[src/hw/rtl/rte_pkg.sv]
package rte_pkg;

    localparam int FRAC_BITS = 8;
    localparam int SAMPLE_W  = 13;
    localparam int LIMIT_W   = 15;
    localparam int SHIFT_W   = 3;
    localparam int CNT_W     = 16;
    localparam int EST_W     = SAMPLE_W + FRAC_BITS;
    localparam int TO_W      = LIMIT_W + FRAC_BITS;
    localparam int ADDR_W    = 5;
    localparam int DATA_W    = 32;

    // event kinds on the input channel
    localparam logic [1:0] FUNC_ARM     = 2'd0;
    localparam logic [1:0] FUNC_ACK     = 2'd1;
    localparam logic [1:0] FUNC_TIMEOUT = 2'd2;

    // register word indexes, paddr[4:2]
    localparam logic [2:0] REG_ALPHA_SHIFT   = 3'd0;
    localparam logic [2:0] REG_BETA_SHIFT    = 3'd1;
    localparam logic [2:0] REG_MAX_SAMPLE    = 3'd2;
    localparam logic [2:0] REG_SMALL_DEFAULT = 3'd3;
    localparam logic [2:0] REG_BACKOFF_LIMIT = 3'd4;

    typedef struct packed {
        logic [1:0]  func;
        logic [31:0] seq_number;
        logic [31:0] now_ms;
    } in_item_t;

    typedef struct packed {
        logic [LIMIT_W-1:0]  timeout_ms;
        logic [SAMPLE_W-1:0] estimated_rtt_ms;
        logic [SAMPLE_W-1:0] deviation_rtt_ms;
        logic [CNT_W-1:0]    timeout_count;
        logic                sample_taken;
    } out_item_t;

    typedef struct packed {
        logic [SHIFT_W-1:0]  alpha_shift;
        logic [SHIFT_W-1:0]  beta_shift;
        logic [SAMPLE_W-1:0] max_sample_ms;
        logic [SAMPLE_W-1:0] small_sample_default_ms;
        logic [LIMIT_W-1:0]  backoff_limit_ms;
    } cfg_t;

    typedef enum logic [1:0] {
        OP_NOP     = 2'd0,
        OP_SAMPLE  = 2'd1,
        OP_TIMEOUT = 2'd2
    } op_t;

    typedef struct packed {
        op_t                 op;
        logic [SAMPLE_W-1:0] sample;
    } evt_t;

    // move cur toward target by the shifted magnitude of the gap
    function automatic logic [EST_W-1:0] approach(
        input logic [EST_W-1:0]   cur,
        input logic [EST_W-1:0]   target,
        input logic [SHIFT_W-1:0] sh
    );
        logic [EST_W-1:0] res;
        if (target >= cur) begin
            res = cur + ((target - cur) >> sh);
        end else begin
            res = cur - ((cur - target) >> sh);
        end
        return res;
    endfunction

endpackage

[src/hw/rtl/rtt_timeout_estimator.sv]
// channel   | dir | handshake        | payload
// ----------+-----+------------------+--------------------------------------------
// s_        | in  | s_valid/s_ready  | in_item_t: func, seq_number, now_ms
// m_        | out | m_valid/m_ready  | out_item_t: timeout, est, dev, count, taken
// apb       | in  | psel/penable     | 5 registers at byte addresses 0x00..0x10
//
// one event per cycle sustained while m_ready is high; m_valid rises once an input
// transfer has passed event queue, rtt stage and deviation/timeout stage into m_data
// the feedback loops are the smoothed rtt update and the deviation/timeout/counter update
// synchronous reset clears tracker, estimator state and queue; no clearing pass
// a stalled m_ready backs up the output register, the rtt stage and the 2-entry
// queue before s_ready drops
module rtt_timeout_estimator import rte_pkg::*; (
    input  logic              aclk,
    input  logic              aresetn,
    input  logic              s_valid,
    output logic              s_ready,
    input  in_item_t          s_data,
    output logic              m_valid,
    input  logic              m_ready,
    output out_item_t         m_data,
    input  logic              psel,
    input  logic              penable,
    input  logic              pwrite,
    input  logic [ADDR_W-1:0] paddr,
    input  logic [DATA_W-1:0] pwdata,
    output logic [DATA_W-1:0] prdata,
    output logic              pready
);

    cfg_t       cfg_reg;
    cfg_t       cfg_next;
    logic       wr_en;
    logic [2:0] reg_idx;

    logic       q_ready;
    logic       q_push;
    evt_t       q_evt;
    logic       q_pop;
    logic       q_not_empty;
    evt_t       q_head;

    assign pready  = 1'b1;
    assign wr_en   = psel && penable && pwrite;
    assign reg_idx = paddr[4:2];

    always_comb begin
        cfg_next = cfg_reg;
        if (wr_en) begin
            unique case (reg_idx)
                REG_ALPHA_SHIFT:   cfg_next.alpha_shift = pwdata[SHIFT_W-1:0];
                REG_BETA_SHIFT:    cfg_next.beta_shift = pwdata[SHIFT_W-1:0];
                REG_MAX_SAMPLE:    cfg_next.max_sample_ms = pwdata[SAMPLE_W-1:0];
                REG_SMALL_DEFAULT: cfg_next.small_sample_default_ms = pwdata[SAMPLE_W-1:0];
                REG_BACKOFF_LIMIT: cfg_next.backoff_limit_ms = pwdata[LIMIT_W-1:0];
                default: begin
                end
            endcase
        end
    end

    always_comb begin
        unique case (reg_idx)
            REG_ALPHA_SHIFT: begin
                prdata = {{(DATA_W-SHIFT_W){1'b0}}, cfg_reg.alpha_shift};
            end
            REG_BETA_SHIFT: begin
                prdata = {{(DATA_W-SHIFT_W){1'b0}}, cfg_reg.beta_shift};
            end
            REG_MAX_SAMPLE: begin
                prdata = {{(DATA_W-SAMPLE_W){1'b0}}, cfg_reg.max_sample_ms};
            end
            REG_SMALL_DEFAULT: begin
                prdata = {{(DATA_W-SAMPLE_W){1'b0}}, cfg_reg.small_sample_default_ms};
            end
            REG_BACKOFF_LIMIT: begin
                prdata = {{(DATA_W-LIMIT_W){1'b0}}, cfg_reg.backoff_limit_ms};
            end
            default: begin
                prdata = '0;
            end
        endcase
    end

    always_ff @(posedge aclk) begin
        if (!aresetn) begin
            cfg_reg.alpha_shift             <= 3'd3;
            cfg_reg.beta_shift              <= 3'd2;
            cfg_reg.max_sample_ms           <= 13'd5000;
            cfg_reg.small_sample_default_ms <= 13'd1000;
            cfg_reg.backoff_limit_ms        <= 15'd5000;
        end else begin
            cfg_reg <= cfg_next;
        end
    end

    rte_front u_front (
        .aclk    (aclk),
        .aresetn (aresetn),
        .cfg     (cfg_reg),
        .s_valid (s_valid),
        .s_ready (s_ready),
        .s_data  (s_data),
        .q_ready (q_ready),
        .q_push  (q_push),
        .q_evt   (q_evt)
    );

    rte_queue u_queue (
        .aclk      (aclk),
        .aresetn   (aresetn),
        .push      (q_push),
        .push_evt  (q_evt),
        .not_full  (q_ready),
        .pop       (q_pop),
        .not_empty (q_not_empty),
        .head_evt  (q_head)
    );

    rte_back u_back (
        .aclk      (aclk),
        .aresetn   (aresetn),
        .cfg       (cfg_reg),
        .evt_valid (q_not_empty),
        .evt       (q_head),
        .evt_pop   (q_pop),
        .m_valid   (m_valid),
        .m_ready   (m_ready),
        .m_data    (m_data)
    );

endmodule

[src/hw/rtl/rte_front.sv]
module rte_front import rte_pkg::*; (
    input  logic     aclk,
    input  logic     aresetn,
    input  cfg_t     cfg,
    input  logic     s_valid,
    output logic     s_ready,
    input  in_item_t s_data,
    input  logic     q_ready,
    output logic     q_push,
    output evt_t     q_evt
);

    logic        trk_valid_reg;
    logic        trk_valid_next;
    logic [31:0] trk_seq_reg;
    logic [31:0] trk_seq_next;
    logic [31:0] trk_time_reg;
    logic [31:0] trk_time_next;
    logic [31:0] elapsed;
    logic        accept;
    logic        hit;

    assign s_ready = q_ready;
    assign accept  = s_valid && q_ready;
    assign q_push  = accept;
    assign elapsed = s_data.now_ms - trk_time_reg;
    assign hit     = trk_valid_reg && (trk_seq_reg < s_data.seq_number);

    always_comb begin
        if (elapsed == 32'd0) begin
            q_evt.sample = cfg.small_sample_default_ms;
        end else if (elapsed > {{(32-SAMPLE_W){1'b0}}, cfg.max_sample_ms}) begin
            q_evt.sample = cfg.max_sample_ms;
        end else begin
            q_evt.sample = elapsed[SAMPLE_W-1:0];
        end
        trk_valid_next = trk_valid_reg;
        trk_seq_next   = trk_seq_reg;
        trk_time_next  = trk_time_reg;
        q_evt.op       = OP_NOP;
        unique case (s_data.func)
            FUNC_ARM: begin
                if (accept) begin
                    trk_valid_next = 1'b1;
                    trk_seq_next   = s_data.seq_number;
                    trk_time_next  = s_data.now_ms;
                end
            end
            FUNC_ACK: begin
                if (hit) begin
                    q_evt.op = OP_SAMPLE;
                    if (accept) begin
                        trk_valid_next = 1'b0;
                    end
                end
            end
            FUNC_TIMEOUT: begin
                q_evt.op = OP_TIMEOUT;
            end
            default: begin
                q_evt.op = OP_NOP;
            end
        endcase
    end

    always_ff @(posedge aclk) begin
        if (!aresetn) begin
            trk_valid_reg <= 1'b0;
        end else begin
            trk_valid_reg <= trk_valid_next;
        end
        trk_seq_reg  <= trk_seq_next;
        trk_time_reg <= trk_time_next;
    end

endmodule

[src/hw/rtl/rte_queue.sv]
module rte_queue import rte_pkg::*; (
    input  logic aclk,
    input  logic aresetn,
    input  logic push,
    input  evt_t push_evt,
    output logic not_full,
    input  logic pop,
    output logic not_empty,
    output evt_t head_evt
);

    evt_t       slot_reg [2];
    logic       wr_ptr_reg;
    logic       wr_ptr_next;
    logic       rd_ptr_reg;
    logic       rd_ptr_next;
    logic [1:0] count_reg;
    logic [1:0] count_next;

    assign not_full  = (count_reg != 2'd2);
    assign not_empty = (count_reg != 2'd0);
    assign head_evt  = slot_reg[rd_ptr_reg];

    always_comb begin
        wr_ptr_next = push ? ~wr_ptr_reg : wr_ptr_reg;
        rd_ptr_next = pop ? ~rd_ptr_reg : rd_ptr_reg;
        count_next  = count_reg;
        if (push && !pop) begin
            count_next = count_reg + 2'd1;
        end else if (pop && !push) begin
            count_next = count_reg - 2'd1;
        end
    end

    always_ff @(posedge aclk) begin
        if (!aresetn) begin
            wr_ptr_reg <= 1'b0;
            rd_ptr_reg <= 1'b0;
            count_reg  <= 2'd0;
        end else begin
            wr_ptr_reg <= wr_ptr_next;
            rd_ptr_reg <= rd_ptr_next;
            count_reg  <= count_next;
        end
        if (push) begin
            slot_reg[wr_ptr_reg] <= push_evt;
        end
    end

endmodule

[src/hw/rtl/rte_back.sv]
module rte_back import rte_pkg::*; (
    input  logic      aclk,
    input  logic      aresetn,
    input  cfg_t      cfg,
    input  logic      evt_valid,
    input  evt_t      evt,
    output logic      evt_pop,
    output logic      m_valid,
    input  logic      m_ready,
    output out_item_t m_data
);

    // estimator state
    logic [EST_W-1:0] est_reg;
    logic [EST_W-1:0] est_next;
    logic [EST_W-1:0] dev_reg;
    logic [EST_W-1:0] dev_next;
    logic [TO_W-1:0]  to_reg;
    logic [TO_W-1:0]  to_next;
    logic [CNT_W-1:0] cnt_reg;
    logic [CNT_W-1:0] cnt_next;

    // first stage: smoothed rtt and error
    logic             a_valid_reg;
    logic             a_valid_next;
    op_t              a_op_reg;
    logic             a_first_reg;
    logic [EST_W-1:0] a_err_reg;
    logic [EST_W-1:0] a_s_reg;
    logic [EST_W-1:0] a_est_reg;

    logic             a_ready;
    logic             b_ready;
    logic             b_go;
    logic [EST_W-1:0] s_fix;
    logic             first;
    logic [EST_W-1:0] est_upd;
    logic [EST_W-1:0] err;

    // second stage: deviation, timeout, counter
    logic [EST_W-1:0] dev_upd;
    logic [TO_W:0]    to_sum;
    logic [TO_W-1:0]  to_sum_sat;
    logic [TO_W:0]    to_dbl;
    logic [TO_W-1:0]  to_dbl_sat;
    logic [TO_W-1:0]  to_limit;

    logic             m_valid_reg;
    logic             m_valid_next;
    out_item_t        m_data_reg;
    out_item_t        m_data_next;

    assign b_ready = !m_valid_reg || m_ready;
    assign b_go    = a_valid_reg && b_ready;
    assign a_ready = !a_valid_reg || b_ready;
    assign evt_pop = evt_valid && a_ready;

    assign s_fix   = {evt.sample, {FRAC_BITS{1'b0}}};
    assign first   = (est_reg == '0);
    assign est_upd = first ? s_fix : approach(est_reg, s_fix, cfg.alpha_shift);
    assign err     = (est_upd >= s_fix) ? (est_upd - s_fix) : (s_fix - est_upd);

    always_comb begin
        est_next = est_reg;
        if (evt_pop && (evt.op == OP_SAMPLE)) begin
            est_next = est_upd;
        end
        a_valid_next = evt_pop ? 1'b1 : (b_go ? 1'b0 : a_valid_reg);
    end

    assign dev_upd    = a_first_reg ? (a_s_reg >> 1)
                                    : approach(dev_reg, a_err_reg, cfg.beta_shift);
    assign to_sum     = {{(TO_W+1-EST_W){1'b0}}, a_est_reg}
                      + {{(TO_W-1-EST_W){1'b0}}, dev_upd, 2'b00};
    assign to_sum_sat = to_sum[TO_W] ? {TO_W{1'b1}} : to_sum[TO_W-1:0];
    assign to_dbl     = {to_reg, 1'b0};
    assign to_dbl_sat = to_dbl[TO_W] ? {TO_W{1'b1}} : to_dbl[TO_W-1:0];
    assign to_limit   = {cfg.backoff_limit_ms, {FRAC_BITS{1'b0}}};

    always_comb begin
        dev_next = dev_reg;
        to_next  = to_reg;
        cnt_next = cnt_reg;
        if (b_go) begin
            case (a_op_reg)
                OP_SAMPLE: begin
                    dev_next = dev_upd;
                    to_next  = to_sum_sat;
                end
                OP_TIMEOUT: begin
                    if (to_reg < to_limit) begin
                        to_next = to_dbl_sat;
                    end
                    if (cnt_reg != {CNT_W{1'b1}}) begin
                        cnt_next = cnt_reg + 1'b1;
                    end
                end
                default: begin
                end
            endcase
        end
    end

    always_comb begin
        m_data_next = m_data_reg;
        if (b_go) begin
            m_data_next.timeout_ms       = to_next[TO_W-1:FRAC_BITS];
            m_data_next.estimated_rtt_ms = a_est_reg[EST_W-1:FRAC_BITS];
            m_data_next.deviation_rtt_ms = dev_next[EST_W-1:FRAC_BITS];
            m_data_next.timeout_count    = cnt_next;
            m_data_next.sample_taken     = (a_op_reg == OP_SAMPLE);
        end
        m_valid_next = b_go ? 1'b1 : (m_ready ? 1'b0 : m_valid_reg);
    end

    always_ff @(posedge aclk) begin
        if (!aresetn) begin
            est_reg     <= '0;
            dev_reg     <= '0;
            to_reg      <= '0;
            cnt_reg     <= '0;
            a_valid_reg <= 1'b0;
            m_valid_reg <= 1'b0;
        end else begin
            est_reg     <= est_next;
            dev_reg     <= dev_next;
            to_reg      <= to_next;
            cnt_reg     <= cnt_next;
            a_valid_reg <= a_valid_next;
            m_valid_reg <= m_valid_next;
        end
        if (evt_pop) begin
            a_op_reg    <= evt.op;
            a_first_reg <= first;
            a_err_reg   <= err;
            a_s_reg     <= s_fix;
            a_est_reg   <= est_next;
        end
        m_data_reg <= m_data_next;
    end

    assign m_valid = m_valid_reg;
    assign m_data  = m_data_reg;

endmodule
[config.mk]
export PLATFORM = sky130hd
export DESIGN_NAME = rtt_timeout_estimator
export DESIGN_NICKNAME = d
export VERILOG_FILES = /design/src/hw/rtl/rte_pkg.sv /design/src/hw/rtl/rtt_timeout_estimator.sv /design/src/hw/rtl/rte_front.sv /design/src/hw/rtl/rte_queue.sv /design/src/hw/rtl/rte_back.sv
export SDC_FILE = /design/constraint.sdc
export NUM_CORES = 1
export LEC_CHECK = 0
export ABC_AREA = 1
export BUFFER_PORTS_ARGS = -buffer_cell sky130_fd_sc_hd__buf_2
export CORE_ASPECT_RATIO = 1.4
export CORE_UTILIZATION = 50
export CTS_BUF_LIST = sky130_fd_sc_hd__clkbuf_4 sky130_fd_sc_hd__clkbuf_8
export CTS_CLUSTER_SIZE = 40
export DETAILED_ROUTE_END_ITERATION = 8
export GPL_ROUTABILITY_DRIVEN = 0
export PLACE_DENSITY_LB_ADDON = 0.1
export SYNTH_ARGS = -nofsm -noshare
export SYNTH_HDL_FRONTEND = slang
export SYNTH_SLANG_ARGS = --single-unit
export TNS_END_PERCENT = 20
[constraint.sdc]
create_clock -name aclk -period 9.2 [get_ports aclk]
set_clock_uncertainty 0.2 [all_clocks]
set_input_delay 1.84 -clock aclk [delete_from_list [all_inputs] [get_ports aclk]]
set_output_delay 1.84 -clock aclk [all_outputs]
set_load 0.02 [all_outputs]
==> flow_summary_export.csv <==
group,metric,value,unit
outcome,status,"completed",
timing,fin_setup_tns,0,ns
hold_path,worstHoldStart,"u_queue.rd_ptr_reg",
cells_and_area,drive_above_1_share,0.109,
routing,ant_nets,0,
clock_tree,htreeDepth,2,
timing,final.period_utilization,0.917,
clock_tree,numCtsBuffers,57,
yosys,synth_edf_count,210,
clock_tree,clockBufferDepth,3,
floorplanning,core,55500,um2
routing,drc,0,
global_routing,grt_pass1_vias,25182,
routing,wl_per_cell,17.1,um
routing,via_count,26293,
worst_setup_path,endpoint_kind,"flop",
flow_run,max_cap_viol_count,0,
cells_and_area,largest_reg_flops,58,
worst_setup_path,critPathMaxFanout,21,
yosys,synthArstFlopShare,0,
clock_tree,insertion_delay,0.71,ns
timing,finalHoldViolations,0,
global_routing,antenna_found_initial,2,
worst_setup_path,cp_slowest_cell,"dfxtp_4",
clock_tree,cts_tree,"yes",
place,port_buffers,165,
worst_setup_path,path_buf_inv,9,
routing,drt_iter0_drc,1397,
clock_tree,hold_buffers,0,
hold_path,hold_path_class,"reg -> reg",
timing,layout_min_cycle_time,8.44,ns
floorplanning,pin_count,203,
yosys,synth_top_area_frac,0.224,
routing,drt-vias-per-instance,5.41,
floorplanning,fp-row-count,102,
worst_setup_path,path_class,"reg -> reg",
worst_setup_path,cp_data_required_time,9.41,ns
worst_setup_path,cpPeakStageDelay,0.46,ns
worst_setup_path,critPathMostFrequentCell,"nand2_1",
clock_tree,clock_sinks,346,
timing,max_freq,119,MHz
yosys,ys_ff_latch,346,
worst_setup_path,cp_top_family,"compound AO/OA/AOI/OAI gates",
global_routing,grt_max_degree,66,
place,preCtsSetupSlack,0.457,ns
yosys,yosysSeqAreaShare,0.321,
worst_setup_path,cp-start-kind,"flop",
floorplanning,die_y,283,um
yosys,synth_cell_type_count,64,
cells_and_area,fin_nets,4455,
timing,setup_viol,0,
timing,slew_viol_final,0,
worst_setup_path,cp.arrival,8.64,ns
yosys,syn_area,28100,um2
place,dpl.hpwl,67900,um
cells_and_area,area_delta_synth_final,10.8,%
floorplanning,die_w,202,um
yosys,synthTopCellsByArea,"edfxtp_1 22%, nand2_1 12%, ha_1 11%",
yosys,synthCells,3917,
clock_tree,clk_pin_slew,0.06,ns
timing,worstMarginPinSlew,1.19,ns
global_routing,grtUsageTotal,0.286,
yosys,yosys_warnings,0,
routing,wl,83300,um
global_routing,overflow,0,
floorplanning,start_util,0.507,
timing,slew_headroom,0.196,
yosys,ys.flop_type,"edfxtp_1",
global_routing,grt_first_pass_wirelength,128000,um
timing,finalWorstSetupSlack,0.764,ns
timing,rsz0062_at_grt,"no",
yosys,yosysTopAreaCell,"edfxtp_1",
yosys,avgSynthCellArea,7.18,um2
routing,drt-pass1-iter-count,7,
floorplanning,die-area,57200,um2
clock_tree,cts_root_buf,"clkbuf_8",
-- worst reg2reg max path: cells and delay by family (launching register included) --
| kind | cells | cell delay [ns] |
|---|---|---|
| compound gates | 19 | 3.67 |
| xor+xnor | 1 | 0.17 |
| fa+ha+maj | 3 | 1.15 |
| buf+inv | 9 | 1.25 |
| flops | 1 | 0.46 |
| mux | 1 | 0.43 |
| simple gates | 10 | 0.89 |
-- cells in the final DEF, fill, tap and decap left out, types with 12 or more instances in the layout --
master / count
or2_2: 22
conb_1: 18
o21ai_1: 37
clkbuf_4: 14
a211oi_1: 22
xnor2_1: 46
o21ai_0: 317
dfxtp_1: 135
o31ai_1: 14
a21o_1: 16
xor2_1: 99
nand4_1: 41
buf_4: 76
nand2_1: 935
nor2_1: 223
inv_1: 564
clkbuf_8: 64
nor3_1: 35
nor4_1: 16
edfxtp_1: 210
a31oi_1: 12
o211ai_1: 44
a221oi_1: 31
ha_1: 251
nand3_1: 231
o221ai_1: 16
inv_2: 23
a21oi_1: 298
buf_2: 165
nand2_2: 18
-- cells by family after synthesis --
kind of cell / Yosys count / synth area share
compound gates: 855 / 0.173
flops: 346 / 0.321
simple gates: 1560 / 0.236
fa+ha+maj: 259 / 0.117
other cells: 2 / 0.000267
xor+xnor: 145 / 0.0451
mux: 12 / 0.00431
buf+inv: 738 / 0.103
-- timing repair --
item | CTS | global route
gates resized for setup | 0 | 8
setup endpoints to repair | 0 | 20
buffers inserted | 0 | 0
-- final cells by class --
type | instances | area, um2
Fill cell | 5652 | 24300
Multi-Input combinational cell | 2849 | 16300
Sequential cell | 346 | 9030
Inverter | 591 | 2220
Timing Repair Buffer | 241 | 1400
Clock buffer | 78 | 986
Tap cell | 728 | 911
Clock inverter | 28 | 333
Antenna cell | 2 | 5.00
-- final timing paths --
| path | depth (start not counted) | endpoint | slack (ns) |
|---|---|---|---|
| hold / removal | 1 | flop | 0.26 |
| hold reg to reg | 1 | flop | 0.26 |
| setup reg to reg | 43 | u_back.a_err_reg[18] | 0.76 |
| setup / recovery | 43 | u_back.a_err_reg[18] | 0.76 |
-- Yosys cell counts, types with 8 or more instances --
| master | instances |
|---|---|
| mux2i_1 | 11 |
| inv_1 | 567 |
| a21o_1 | 16 |
| buf_2 | 26 |
| nand3_1 | 231 |
| a21oi_1 | 298 |
| buf_4 | 19 |
| nand2_1 | 935 |
| inv_2 | 21 |
| nand3_2 | 10 |
| ha_1 | 251 |
| nand2_2 | 18 |
| o21ai_1 | 32 |
| fa_1 | 8 |
| a221oi_1 | 31 |
| o21ai_0 | 322 |
| nor4_1 | 16 |
| clkbuf_1 | 83 |
| nor2_4 | 8 |
| a211oi_1 | 22 |
| nor2_1 | 224 |
| xnor2_1 | 46 |
| edfxtp_1 | 210 |
| buf_1 | 12 |
| nor3_1 | 36 |
| o31ai_1 | 14 |
| o211ai_1 | 44 |
| o221ai_1 | 16 |
| a21boi_0 | 10 |
| a31oi_1 | 12 |
| xor2_1 | 99 |
| or2_2 | 22 |
| nand4_1 | 41 |
| dfxtp_1 | 136 |
-- per-stage QoR --
| stage | util | hold WS [ns] | area (um2) | std cells |
|---|---|---|---|---|
| final | 0.561 | 0.264 | 31200 | 4863 |
| after global routing | 0.561 | 0.282 | 31200 | 4862 |
| after global placement | 0.538 | 0.238 | 29800 | 4755 |
| after floorplan | - | 0.226 | 28200 | 3933 |
| after CTS | 0.561 | 0.263 | 31200 | 4861 |
| after detailed placement | 0.538 | 0.243 | 29800 | 4755 |
-- layer usage --
| metal | up-vias | global-route usage | wire, um |
|---|---|---|---|
| met3 | 243 | 0.0288 | 2860 |
| met4 | 2 | 0.186 | 5750 |
| met5 | - | 0 | 10 |
| met1 | 12007 | 0.294 | 31300 |
| li1 | 13391 | - | - |
| met2 | 650 | 0.547 | 43300 |
Power is left out: the tool's default activity adds up to more than one toggle a clock period on the data nets, which glitch-free logic cannot reach.
